[src/rtl/jfc_pkg.sv]
package jfc_pkg;

  // Defaults for the top-level parameters
  localparam int SAMPLE_WIDTH_DEF  = 16;
  localparam int FRACTION_BITS_DEF = 16;

  // Configuration register map
  localparam int CFG_INDEX_WIDTH = 2;
  localparam logic [CFG_INDEX_WIDTH-1:0] CFG_MIN_LEVEL = 2'd0;
  localparam logic [CFG_INDEX_WIDTH-1:0] CFG_MAX_LEVEL = 2'd1;

  // Register reset levels, truncated to the sample width where used
  localparam int MIN_LEVEL_RESET = 0;
  localparam int MAX_LEVEL_RESET = 4095;

  // Sideband carried alongside each sample through the pipeline
  typedef struct packed {
    logic clip;   // result must report clamping
    logic zero;   // t forced to 0
    logic full;   // t forced to 1.0
  } flags_t;

endpackage

[src/rtl/jfc_div_pipe.sv]
module jfc_div_pipe #(
  parameter int SAMPLE_WIDTH  = jfc_pkg::SAMPLE_WIDTH_DEF,
  parameter int FRACTION_BITS = jfc_pkg::FRACTION_BITS_DEF
) (
  input  logic                           clk_i,
  input  logic                           rst_ni,
  input  logic                           in_valid_i,
  output logic                           in_ready_o,
  input  logic signed [SAMPLE_WIDTH-1:0] sample_i,
  input  logic signed [SAMPLE_WIDTH-1:0] min_level_i,
  input  logic signed [SAMPLE_WIDTH-1:0] max_level_i,
  input  logic        [SAMPLE_WIDTH-1:0] range_i,
  output logic                           out_valid_o,
  input  logic                           out_ready_i,
  output logic        [FRACTION_BITS:0]  quot_o,
  output jfc_pkg::flags_t                flags_o
);

  localparam int SW = SAMPLE_WIDTH;
  localparam int TW = FRACTION_BITS + 1;
  // stage 0 takes the sample, stages 1..TW each resolve one quotient bit
  localparam int NS = TW + 1;
  localparam logic [TW-1:0] UNIT = TW'(1) << FRACTION_BITS;

  logic [NS-1:0]   v_q;
  logic [NS-1:0]   adv;
  logic [SW-1:0]   rem_q [NS];
  logic [TW-1:0]   q_q   [NS];
  jfc_pkg::flags_t fl_q  [NS];

  // Front end: offset from min level and range checks
  logic signed [SW:0] smp_x, min_x, max_x, diff_x;
  logic               below, above, inval;
  jfc_pkg::flags_t    fl_in;
  logic [SW-1:0]      rem_in;

  always_comb begin
    smp_x  = {sample_i[SW-1], sample_i};
    min_x  = {min_level_i[SW-1], min_level_i};
    max_x  = {max_level_i[SW-1], max_level_i};
    diff_x = smp_x - min_x;
    inval  = (max_x <= min_x);
    below  = (smp_x < min_x);
    above  = (smp_x > max_x);
    fl_in.zero = inval || below;
    fl_in.full = !(inval || below) && above;
    fl_in.clip = inval || below || above;
    rem_in = fl_in.clip ? '0 : diff_x[SW-1:0];
  end

  // Stage advance: a stage moves when empty or when its successor moves
  assign adv[NS-1] = !v_q[NS-1] || out_ready_i;
  for (genvar k = 0; k < NS - 1; k++) begin : g_adv
    assign adv[k] = !v_q[k] || adv[k+1];
  end
  assign in_ready_o = adv[0];

  // One restoring division step per stage
  logic [SW:0]   tr_w  [1:NS-1];
  logic [NS-1:1] qbit;
  logic [SW-1:0] rem_d [1:NS-1];

  always_comb begin
    for (int k = 1; k < NS; k++) begin
      // first step compares the offset itself, later ones the doubled remainder
      tr_w[k]  = (k == 1) ? {1'b0, rem_q[k-1]} : {rem_q[k-1], 1'b0};
      qbit[k]  = (tr_w[k] >= {1'b0, range_i});
      rem_d[k] = qbit[k] ? SW'(tr_w[k] - {1'b0, range_i}) : tr_w[k][SW-1:0];
    end
  end

  // Valid bits
  always_ff @(posedge clk_i or negedge rst_ni) begin
    if (!rst_ni) begin
      v_q <= '0;
    end else begin
      if (adv[0]) v_q[0] <= in_valid_i;
      for (int k = 1; k < NS; k++) begin
        if (adv[k]) v_q[k] <= v_q[k-1];
      end
    end
  end

  // Payload
  always_ff @(posedge clk_i) begin
    if (adv[0]) begin
      rem_q[0] <= rem_in;
      q_q[0]   <= '0;
      fl_q[0]  <= fl_in;
    end
    for (int k = 1; k < NS; k++) begin
      if (adv[k]) begin
        rem_q[k] <= rem_d[k];
        q_q[k]   <= {q_q[k-1][TW-2:0], qbit[k]};
        fl_q[k]  <= fl_q[k-1];
      end
    end
  end

  assign out_valid_o = v_q[NS-1];
  assign quot_o      = q_q[NS-1];
  assign flags_o     = fl_q[NS-1];

`ifndef NO_ASSERTIONS
  // an in-range sample never yields a fraction above 1.0
  a_quot_bound: assert property (@(posedge clk_i) disable iff (!rst_ni)
    v_q[NS-1] && !fl_q[NS-1].zero && !fl_q[NS-1].full |-> q_q[NS-1] <= UNIT)
    else $error("quotient above unit");

  // forcing to zero and to full never coincide
  a_force_excl: assert property (@(posedge clk_i) disable iff (!rst_ni)
    v_q[0] |-> !(fl_q[0].zero && fl_q[0].full))
    else $error("conflicting force flags");

  // a forced fraction always reports clamping
  a_force_clip: assert property (@(posedge clk_i) disable iff (!rst_ni)
    v_q[NS-1] && (fl_q[NS-1].zero || fl_q[NS-1].full) |-> fl_q[NS-1].clip)
    else $error("forced fraction without clip flag");
`endif

endmodule

[src/rtl/jfc_colormap.sv]
module jfc_colormap #(
  parameter int FRACTION_BITS = jfc_pkg::FRACTION_BITS_DEF
) (
  input  logic                     clk_i,
  input  logic                     rst_ni,
  input  logic                     in_valid_i,
  output logic                     in_ready_o,
  input  logic [FRACTION_BITS:0]   quot_i,
  input  jfc_pkg::flags_t          flags_i,
  output logic                     out_valid_o,
  input  logic                     out_ready_i,
  output logic [7:0]               red_o,
  output logic [7:0]               green_o,
  output logic [7:0]               blue_o,
  output logic                     clipped_o
);

  localparam int F  = FRACTION_BITS;
  localparam int TW = F + 1;
  localparam int NW = F + 3;
  localparam int PW = TW + 8;

  // segment limits on t
  localparam logic [TW-1:0] UNIT = TW'(1) << F;
  localparam logic [TW-1:0] T1   = TW'(1) << (F - 3);
  localparam logic [TW-1:0] T3   = TW'(3) << (F - 3);
  localparam logic [TW-1:0] T5   = TW'(5) << (F - 3);
  localparam logic [TW-1:0] T7   = TW'(7) << (F - 3);
  // ramp offsets in halves of unit
  localparam logic [NW-1:0] H1   = NW'(1) << (F - 1);
  localparam logic [NW-1:0] H3   = NW'(3) << (F - 1);
  localparam logic [NW-1:0] H5   = NW'(5) << (F - 1);
  localparam logic [NW-1:0] H7   = NW'(7) << (F - 1);
  localparam logic [NW-1:0] H9   = NW'(9) << (F - 1);
  localparam logic [NW-1:0] UNW  = NW'(1) << F;

  logic          va_q, vb_q, adv_a, adv_b;
  logic [TW-1:0] r_num_q, g_num_q, b_num_q;
  logic          clip_a_q;

  assign adv_b      = !vb_q || out_ready_i;
  assign adv_a      = !va_q || adv_b;
  assign in_ready_o = adv_a;

  // Stage A: final t, segment decode and ramp numerators
  logic [TW-1:0] t_w;
  logic [NW-1:0] t4, r_num, g_num, b_num;

  always_comb begin
    t_w = flags_i.full ? UNIT : (flags_i.zero ? '0 : quot_i);
    t4  = {t_w, 2'b00};
    r_num = '0;
    g_num = '0;
    b_num = '0;
    priority if (t_w <= T1) begin
      b_num = t4 + H1;
    end else if (t_w <= T3) begin
      g_num = t4 - H1;
      b_num = UNW;
    end else if (t_w <= T5) begin
      r_num = t4 - H3;
      g_num = UNW;
      b_num = H5 - t4;
    end else if (t_w <= T7) begin
      r_num = UNW;
      g_num = H7 - t4;
    end else begin
      r_num = H9 - t4;
    end
  end

  // Stage B: scale by 255, floor and saturate
  function automatic logic [7:0] chan(input logic [TW-1:0] num);
    logic [PW-1:0] prod;
    logic [8:0]    c;
    prod = {num, 8'b0} - {8'b0, num};
    c    = prod[PW-1:F];
    return (c > 9'd255) ? 8'hFF : c[7:0];
  endfunction

  always_ff @(posedge clk_i or negedge rst_ni) begin
    if (!rst_ni) begin
      va_q <= 1'b0;
      vb_q <= 1'b0;
    end else begin
      if (adv_a) va_q <= in_valid_i;
      if (adv_b) vb_q <= va_q;
    end
  end

  always_ff @(posedge clk_i) begin
    if (adv_a) begin
      r_num_q  <= TW'(r_num);
      g_num_q  <= TW'(g_num);
      b_num_q  <= TW'(b_num);
      clip_a_q <= flags_i.clip;
    end
    if (adv_b) begin
      red_o     <= chan(r_num_q);
      green_o   <= chan(g_num_q);
      blue_o    <= chan(b_num_q);
      clipped_o <= clip_a_q;
    end
  end

  assign out_valid_o = vb_q;

`ifndef NO_ASSERTIONS
  // a blocked stage A holds its numerators
  a_hold_a: assert property (@(posedge clk_i) disable iff (!rst_ni)
    va_q && !adv_a |=> va_q && $stable(r_num_q) && $stable(g_num_q) && $stable(b_num_q))
    else $error("stage A lost its contents under stall");
`endif

endmodule

[src/rtl/jet_false_color_mapper.sv]
// Channel   Direction  Handshake                      Payload
// sample    in         sample_valid_i / sample_ready_o sample_i
// cfg       in         cfg_valid_i / cfg_ready_o       cfg_index_i, cfg_data_i
// result    out        result_valid_o / result_ready_i red_o, green_o, blue_o, clipped_o
//
// One sample per cycle sustained while results are accepted; each result passes one input
// stage, FRACTION_BITS + 1 divider stages that resolve one quotient bit each, and two
// colormap stages.
// Reset clears all valid bits and loads min 0, max 4095.
// A stalled result freezes only the stages behind it that are full; bubbles close up,
// so samples keep being taken while any stage is empty.
module jet_false_color_mapper #(
  parameter int SAMPLE_WIDTH  = jfc_pkg::SAMPLE_WIDTH_DEF,
  parameter int FRACTION_BITS = jfc_pkg::FRACTION_BITS_DEF
) (
  input  logic                                 clk_i,
  input  logic                                 rst_ni,
  input  logic                                 sample_valid_i,
  output logic                                 sample_ready_o,
  input  logic signed [SAMPLE_WIDTH-1:0]       sample_i,
  input  logic                                 cfg_valid_i,
  output logic                                 cfg_ready_o,
  input  logic [jfc_pkg::CFG_INDEX_WIDTH-1:0]  cfg_index_i,
  input  logic [SAMPLE_WIDTH-1:0]              cfg_data_i,
  output logic                                 result_valid_o,
  input  logic                                 result_ready_i,
  output logic [7:0]                           red_o,
  output logic [7:0]                           green_o,
  output logic [7:0]                           blue_o,
  output logic                                 clipped_o
);

  localparam int SW = SAMPLE_WIDTH;

  logic signed [SW-1:0] min_q, max_q;
  logic        [SW-1:0] range_q;

  assign cfg_ready_o = 1'b1;

  // Level registers and the derived range
  always_ff @(posedge clk_i or negedge rst_ni) begin
    if (!rst_ni) begin
      min_q   <= SW'(jfc_pkg::MIN_LEVEL_RESET);
      max_q   <= SW'(jfc_pkg::MAX_LEVEL_RESET);
      range_q <= SW'(jfc_pkg::MAX_LEVEL_RESET - jfc_pkg::MIN_LEVEL_RESET);
    end else begin
      range_q <= SW'(max_q - min_q);
      if (cfg_valid_i) begin
        unique case (cfg_index_i)
          jfc_pkg::CFG_MIN_LEVEL: min_q <= cfg_data_i;
          jfc_pkg::CFG_MAX_LEVEL: max_q <= cfg_data_i;
          default: ;
        endcase
      end
    end
  end

  logic                 div_valid, div_ready;
  logic [FRACTION_BITS:0] div_quot;
  jfc_pkg::flags_t      div_flags;

  jfc_div_pipe #(
    .SAMPLE_WIDTH  (SAMPLE_WIDTH),
    .FRACTION_BITS (FRACTION_BITS)
  ) u_div (
    .clk_i       (clk_i),
    .rst_ni      (rst_ni),
    .in_valid_i  (sample_valid_i),
    .in_ready_o  (sample_ready_o),
    .sample_i    (sample_i),
    .min_level_i (min_q),
    .max_level_i (max_q),
    .range_i     (range_q),
    .out_valid_o (div_valid),
    .out_ready_i (div_ready),
    .quot_o      (div_quot),
    .flags_o     (div_flags)
  );

  jfc_colormap #(
    .FRACTION_BITS (FRACTION_BITS)
  ) u_cmap (
    .clk_i       (clk_i),
    .rst_ni      (rst_ni),
    .in_valid_i  (div_valid),
    .in_ready_o  (div_ready),
    .quot_i      (div_quot),
    .flags_i     (div_flags),
    .out_valid_o (result_valid_o),
    .out_ready_i (result_ready_i),
    .red_o       (red_o),
    .green_o     (green_o),
    .blue_o      (blue_o),
    .clipped_o   (clipped_o)
  );

endmodule

[config.mk]
export PLATFORM = sky130hd
export DESIGN_NAME = jet_false_color_mapper
export DESIGN_NICKNAME = d
export VERILOG_FILES = /design/src/rtl/jfc_pkg.sv /design/src/rtl/jfc_div_pipe.sv /design/src/rtl/jfc_colormap.sv /design/src/rtl/jet_false_color_mapper.sv
export SDC_FILE = /design/constraint.sdc
export NUM_CORES = 1
export LEC_CHECK = 0
export ABC_CLOCK_PERIOD_IN_PS = 6300
export BUFFER_PORTS_ARGS = -buffer_cell sky130_fd_sc_hd__buf_2
export CORE_ASPECT_RATIO = 1.25
export CORE_MARGIN = 1.5
export CORE_UTILIZATION = 58
export DETAILED_ROUTE_END_ITERATION = 12
export PLACE_DENSITY = 0.77
export SLEW_MARGIN = 20
export SYNTH_ARGS = -nofsm -noshare
export SYNTH_HDL_FRONTEND = slang
export SYNTH_SLANG_ARGS = --single-unit
[constraint.sdc]
create_clock -name clk_i -period 6.3 [get_ports clk_i]
set_clock_uncertainty 0.1 [all_clocks]
set_input_delay 0.63 -clock clk_i [delete_from_list [all_inputs] [get_ports clk_i]]
set_output_delay 0.63 -clock clk_i [all_outputs]
set_load 0.005 [all_outputs]
# After elaboration in Yosys (flattened, before gate mapping)
# Memory sizes are Yosys's and may differ from the RTL's.
# Index checks and enable logic that the tools add are counted.
# word_totals
regBits,145
ramBits,648
inputBits,39
out_inout_bits,28
wordCells,202
mem_count,3
# classes
addsub,28
order_cmp,27
eq_ne,1
n_mux,64
n_reduce_logical,48
# memory_table
memory,depth,width,rd,rd_clocked_by_memory_dff,write_ports,line_no,text
u_div.q_q,18,17,18,0,18,jfc_div_pipe.sv:28,logic [TW-1:0] q_q [NS];
u_div.rem_q,18,16,17,0,18,jfc_div_pipe.sv:27,logic [SW-1:0] rem_q [NS];
u_div.fl_q,18,3,18,0,18,jfc_div_pipe.sv:29,jfc_pkg::flags_t fl_q [NS];
# op_table
operator,count
16-bit subtractor,19
16-bit two-way mux,18
17-bit by 16-bit greater-or-equal comparator with 1-bit output,16
17-bit two-way mux,10
25-bit by 17-bit subtractor with 25-bit output,3
1-bit two-way mux,36
"17-bit by 16-bit less-or-equal comparator with 1-bit output, second input constant",2
"16-bit by 17-bit subtractor with 17-bit output, first input constant",2
"9-bit by 8-bit greater-than comparator with 1-bit output, second input constant",3
1-bit logical OR,22
1-bit zero test,21
"17-bit by 16-bit adder with 17-bit output, second input constant",1
"17-bit by 14-bit less-or-equal comparator with 1-bit output, second input constant",1
"17-bit by 15-bit less-or-equal comparator with 1-bit output, second input constant",1
"17-bit by 16-bit subtractor with 17-bit output, second input constant",1
"17-bit subtractor, first input constant",1
"17-bit subtractor, second input constant",1
16-bit greater-or-equal comparator,1
16-bit greater-than comparator,1
16-bit less-or-equal comparator,1
16-bit < comparator,1
2-bit AND reduction,2
"2-bit by 1-bit equality test with 1-bit output, second input constant",1
2-bit zero test,1
2 further kinds,2

# Depth between registers and ports, before layout
# logic_depth
ltp_word,23
depth_mapped,14
mapped_depth_nobuf,12

# By module
# Synthesis repeated with hierarchy kept, for this count alone.
# hier_totals
hier_cells,3476
hier_area_um2,38831.0
# modules_own_cells
mod,n_inst,cells_per_inst,area_per_inst_um2,seq_area_each_um2
jfc_div_pipe,1,2765,31512.7,14834.2
jfc_colormap,1,473,4804.6,2182.1
jet_false_color_mapper,1,238,2513.7,1231.2

# Worst setup path before layout
# Ideal clock, no wire load.
# synth_timing
path_type,in2out
start,input result_ready_i
end,output sample_ready_o
arrival_time_ns,5.297
required_ns,5.570
path_slack_ns,0.273
path_stages,10
path_buffers,0
path_cell_list,nand2b_1 -> nor2_1 -> inv_1 -> nor2_1 -> and2_1 -> inv_1 -> nor3_1 -> nand3_1 -> nor2_1 -> nand4_1
# synth_via
elab_chain_cells,20
# synth_rtl
element,line_no,text
from (decl),jet_false_color_mapper.sv:26,"input logic result_ready_i,"
1-bit logical OR,jfc_colormap.sv:41,assign adv_b = !vb_q || out_ready_i;
1-bit logical OR,jfc_colormap.sv:42,assign adv_a = !va_q || adv_b;
named net div_ready,jet_false_color_mapper.sv:58,"logic div_valid, div_ready;"
1-bit logical OR,jfc_div_pipe.sv:52,assign adv[NS-1] = !v_q[NS-1] || out_ready_i;
1-bit logical OR (3 in series),jfc_div_pipe.sv:54,assign adv[k] = !v_q[k] || adv[k+1];
named net u_div.adv[14],jfc_div_pipe.sv:26,logic [NS-1:0] adv;
1-bit logical OR (9 in series),jfc_div_pipe.sv:54,
named net u_div.adv[5],jfc_div_pipe.sv:26,
1-bit logical OR (5 in series),jfc_div_pipe.sv:54,
to (decl),jet_false_color_mapper.sv:19,"output logic sample_ready_o,"
# The timed path passes the listed nets, and every way through them passes these cells.

# Worst setup path in the final report
# layout_timing
start,register u_cmap.vb_q (netlist: u_cmap.out_valid_o)
end,output sample_ready_o
# layout_via
elab_chain_cells,21
# layout_rtl
element,line_no,text
from (decl),jfc_colormap.sv:37,"logic va_q, vb_q, adv_a, adv_b;"
from (signal assigned),jfc_colormap.sv:87,if (adv_b) vb_q <= va_q;
1-bit zero test,jfc_colormap.sv:41,
1-bit logical OR,jfc_colormap.sv:41,
named net u_cmap.adv_b,jfc_colormap.sv:37,
1-bit logical OR,jfc_colormap.sv:42,
named net div_ready,jet_false_color_mapper.sv:58,
1-bit logical OR,jfc_div_pipe.sv:52,
1-bit logical OR (3 in series),jfc_div_pipe.sv:54,
named net u_div.adv[14],jfc_div_pipe.sv:26,
1-bit logical OR (9 in series),jfc_div_pipe.sv:54,
named net u_div.adv[5],jfc_div_pipe.sv:26,
1-bit logical OR (5 in series),jfc_div_pipe.sv:54,
# The timed path passes the listed nets, and every way through them passes these cells.

==> reports/qor.txt <==
Final period util: 76.3%
RSZ-0062 raised after global routing: false
Antenna violations before repair: 2
Clock buffer depth: 3
Proportion of layout cells with a drive suffix above 1: 10.7%
Util after Layout: 64.5%
First-pass GRT wire length: 133000 um
Ys flop type: edfxtp_1
Hold buffers post-CTS: 0
Cell row count: 103
Setup violators final: 0
Final min period: 4810 ps
Yosys top cell area share: 44.5%
Starting density of the core: 58.7%
CTS Sinks: 618
Die area: 65600 um2
Max Fclk: 0.208 GHz
CTS tree: done
Asr flop ratio synth: 11.0%
Post-route insts no fill: 4351
Cell taking the most area after synthesis: edfxtp_1
Cell count after synthesis: 3359
Most instantiated cells after synthesis: edfxtp_1 (550), ha_1 (344), nand2_1 (274)
Nets: 3859
Placed Cells: 4235
Critical setup path kind: flip-flop to output pin
Total gr overflow: 0
Final ANT Viol Nets: 0
Sequential share of the synthesized area: 49.1%
DR vias: 26400
WL/cell: 19.6 um
Clk_lat worst skew: 670 ps
Avg Inst Size Synth: 11.1 um2
Initial drt markers: 1656
Cell Area, Synth: 37100 um2
CTS buffer count: 61
DR DRC count: 0
Overall Global Routing Usage: 25.8%
Post-synth cell types: 85
Setup TNS: 0 ps
Count leader, synth: edfxtp_1
CP max stage delay: 620 ps
Clk slew on worst S/H paths: 60 ps
Yosys reg bits: 618
Core area: 63300 um2
Mapped Nets: 3760
Critical Path, Cell by Cell: nand2b_1 -> buf_4 -> nor2_1 -> clkinv_1 -> nor2_1 -> and2_1 -> inv_1 -> nor3_1 -> nand3_1 -> buf_4 -> nor2_1 -> nand4_1 -> buf_4 -> buf_2
Worst path required time: 5570 ps
Fin. max-slew vios: 0
Slew margin rel.: 30.7%
Max Cap Viol: 0
Synth warn: 0
Worst Tran Pin Value: 1040 ps
Synth area leaders: edfxtp_1 (44%), ha_1 (12%), xnor2_1 (3.5%)
WP data arrival: 4080 ps
Syn-to-layout area delta: 9.83%
Fin worst setup slack: 1490 ps
Port Buffers: 65
H-tree depth: 2
Fill count: 4821
Dpl ws: 1730 ps
Critical path fanouts, max: 27
Post-CTS Setup Bufs: 0
Final Hold Viols: 0
CP Buf/Inv Count: 6
DIE WIDTH: 229 um
Run status: finished clean
1st-pass router iterations: 6
# resized after CTS: 0
Avg Vias per Cell: 6.07
Die height: 286 um
Pin count of the biggest net entering global routing: 69
Startpoint types: flip-flop
Vias in the first global route: 26000
Crit end category: output pin
Crit path max-delay family: simple AND/OR/NAND/NOR gates
Slowest cell on the critical path: nor3_1
HP Class: input port to asynchronous set/reset pin
Total Wirelength: 85400 um
DP HPWL: 61700 um
Gp weighted congestion: 0.938
Post-synth EDFFs: 550
CTS root buffer: clkbuf_16
Io pins: 67
==> logic make-up after synthesis <==
kind of cell | after synthesis | synth area share (%)
simple gates | 954 | 12.6
compound gates | 905 | 15.7
flops | 618 | 49.1
fa+ha+maj | 362 | 12.6
xor+xnor | 233 | 5.49
buf+inv | 212 | 2.31
mux | 74 | 2.24
other cells | 1 | 0.0101
==> through the flow <==
| step | hold slack, ps | instance area, um2 |
|---|---|---|
| after global routing | 85.3 | 40800 |
| after CTS | 22.3 | 40800 |
| final | 6.40 | 40800 |
| after global placement | 300 | 38500 |
| after floorplan | 234 | 37100 |
| after detailed placement | 305 | 38500 |
==> layout by cell type (no fill, tap or decap), drive strengths merged, types with 16 or more instances in the layout <==
cell type,Yosys,final
a21o,113,113
and3,30,30
nor4,16,16
a31oi,23,23
inv,144,151
fa,18,18
nor3,94,94
a211oi,22,22
dfrtp,44,44
nand2b,53,53
clkinv,0,19
nand2,275,275
dfstp,24,24
edfxtp,550,550
clkbuf,38,73
and2,18,18
o21a,58,58
xnor2,150,150
nand4,39,39
a221o,23,23
nand3b,21,21
buf,30,104
o21ai,257,257
or2,22,22
nor2b,51,51
xor2,83,83
mux2,73,73
nand3,51,51
or3,19,19
o31ai,30,30
nor2,226,226
a21oi,234,234
ha,344,344
==> cell type report <==
| type | count | area, um2 | area share [%] |
|---|---|---|---|
| clock inverters | 42 | 627 | 1.54 |
| diodes | 1 | 2.50 | 0.00613 |
| multi-input cells | 2529 | 18100 | 44.3 |
| clock buffers | 73 | 1630 | 4.00 |
| inverters | 144 | 541 | 1.32 |
| flip-flops and latches | 618 | 18200 | 44.7 |
| well taps | 840 | 1050 | 2.58 |
| repair buffers | 104 | 621 | 1.52 |
==> layer usage <==
metal	global-route usage, %	part of all wire, %	vias up
li1	-	-	12800
met1	28.5	38	12600
met3	2.79	4.2	242
met2	48.3	52	750
met5	0	0	-
met4	14.1	5.9	0
==> state kept, by name, summed over array words and instances, names as in the netlist, 15 cells and up <==
signal          flops
u_div.v_q          18
u_cmap.b_num_q     15
range_q            16
max_q              16
min_q              16
u_cmap.r_num_q     15
u_div.rem_q       272
u_div.q_q         153
u_div.fl_q         54
u_cmap.g_num_q     15
==> final timing paths <==
kind                                          from           endpoint  slack (ps)  cells past startpoint
worst max-delay path            u_cmap.out_valid_o     sample_ready_o        1490                     14
worst min-delay path                        rst_ni          max_q[14]           6                      1
worst max register to register          range_q[9]  u_div.rem_q[1][4]        1960                     11
worst min register to register    u_div.q_q[15][3]   u_div.q_q[16][4]         300                      0
max in group asynchronous                   rst_ni           min_q[2]        5480                      1
min in group clk_i                  cfg_data_i[11]          min_q[11]          90                      3
Power is not shown: default switching activity piles up to over one toggle a cycle in this logic, so the estimate is an artifact.
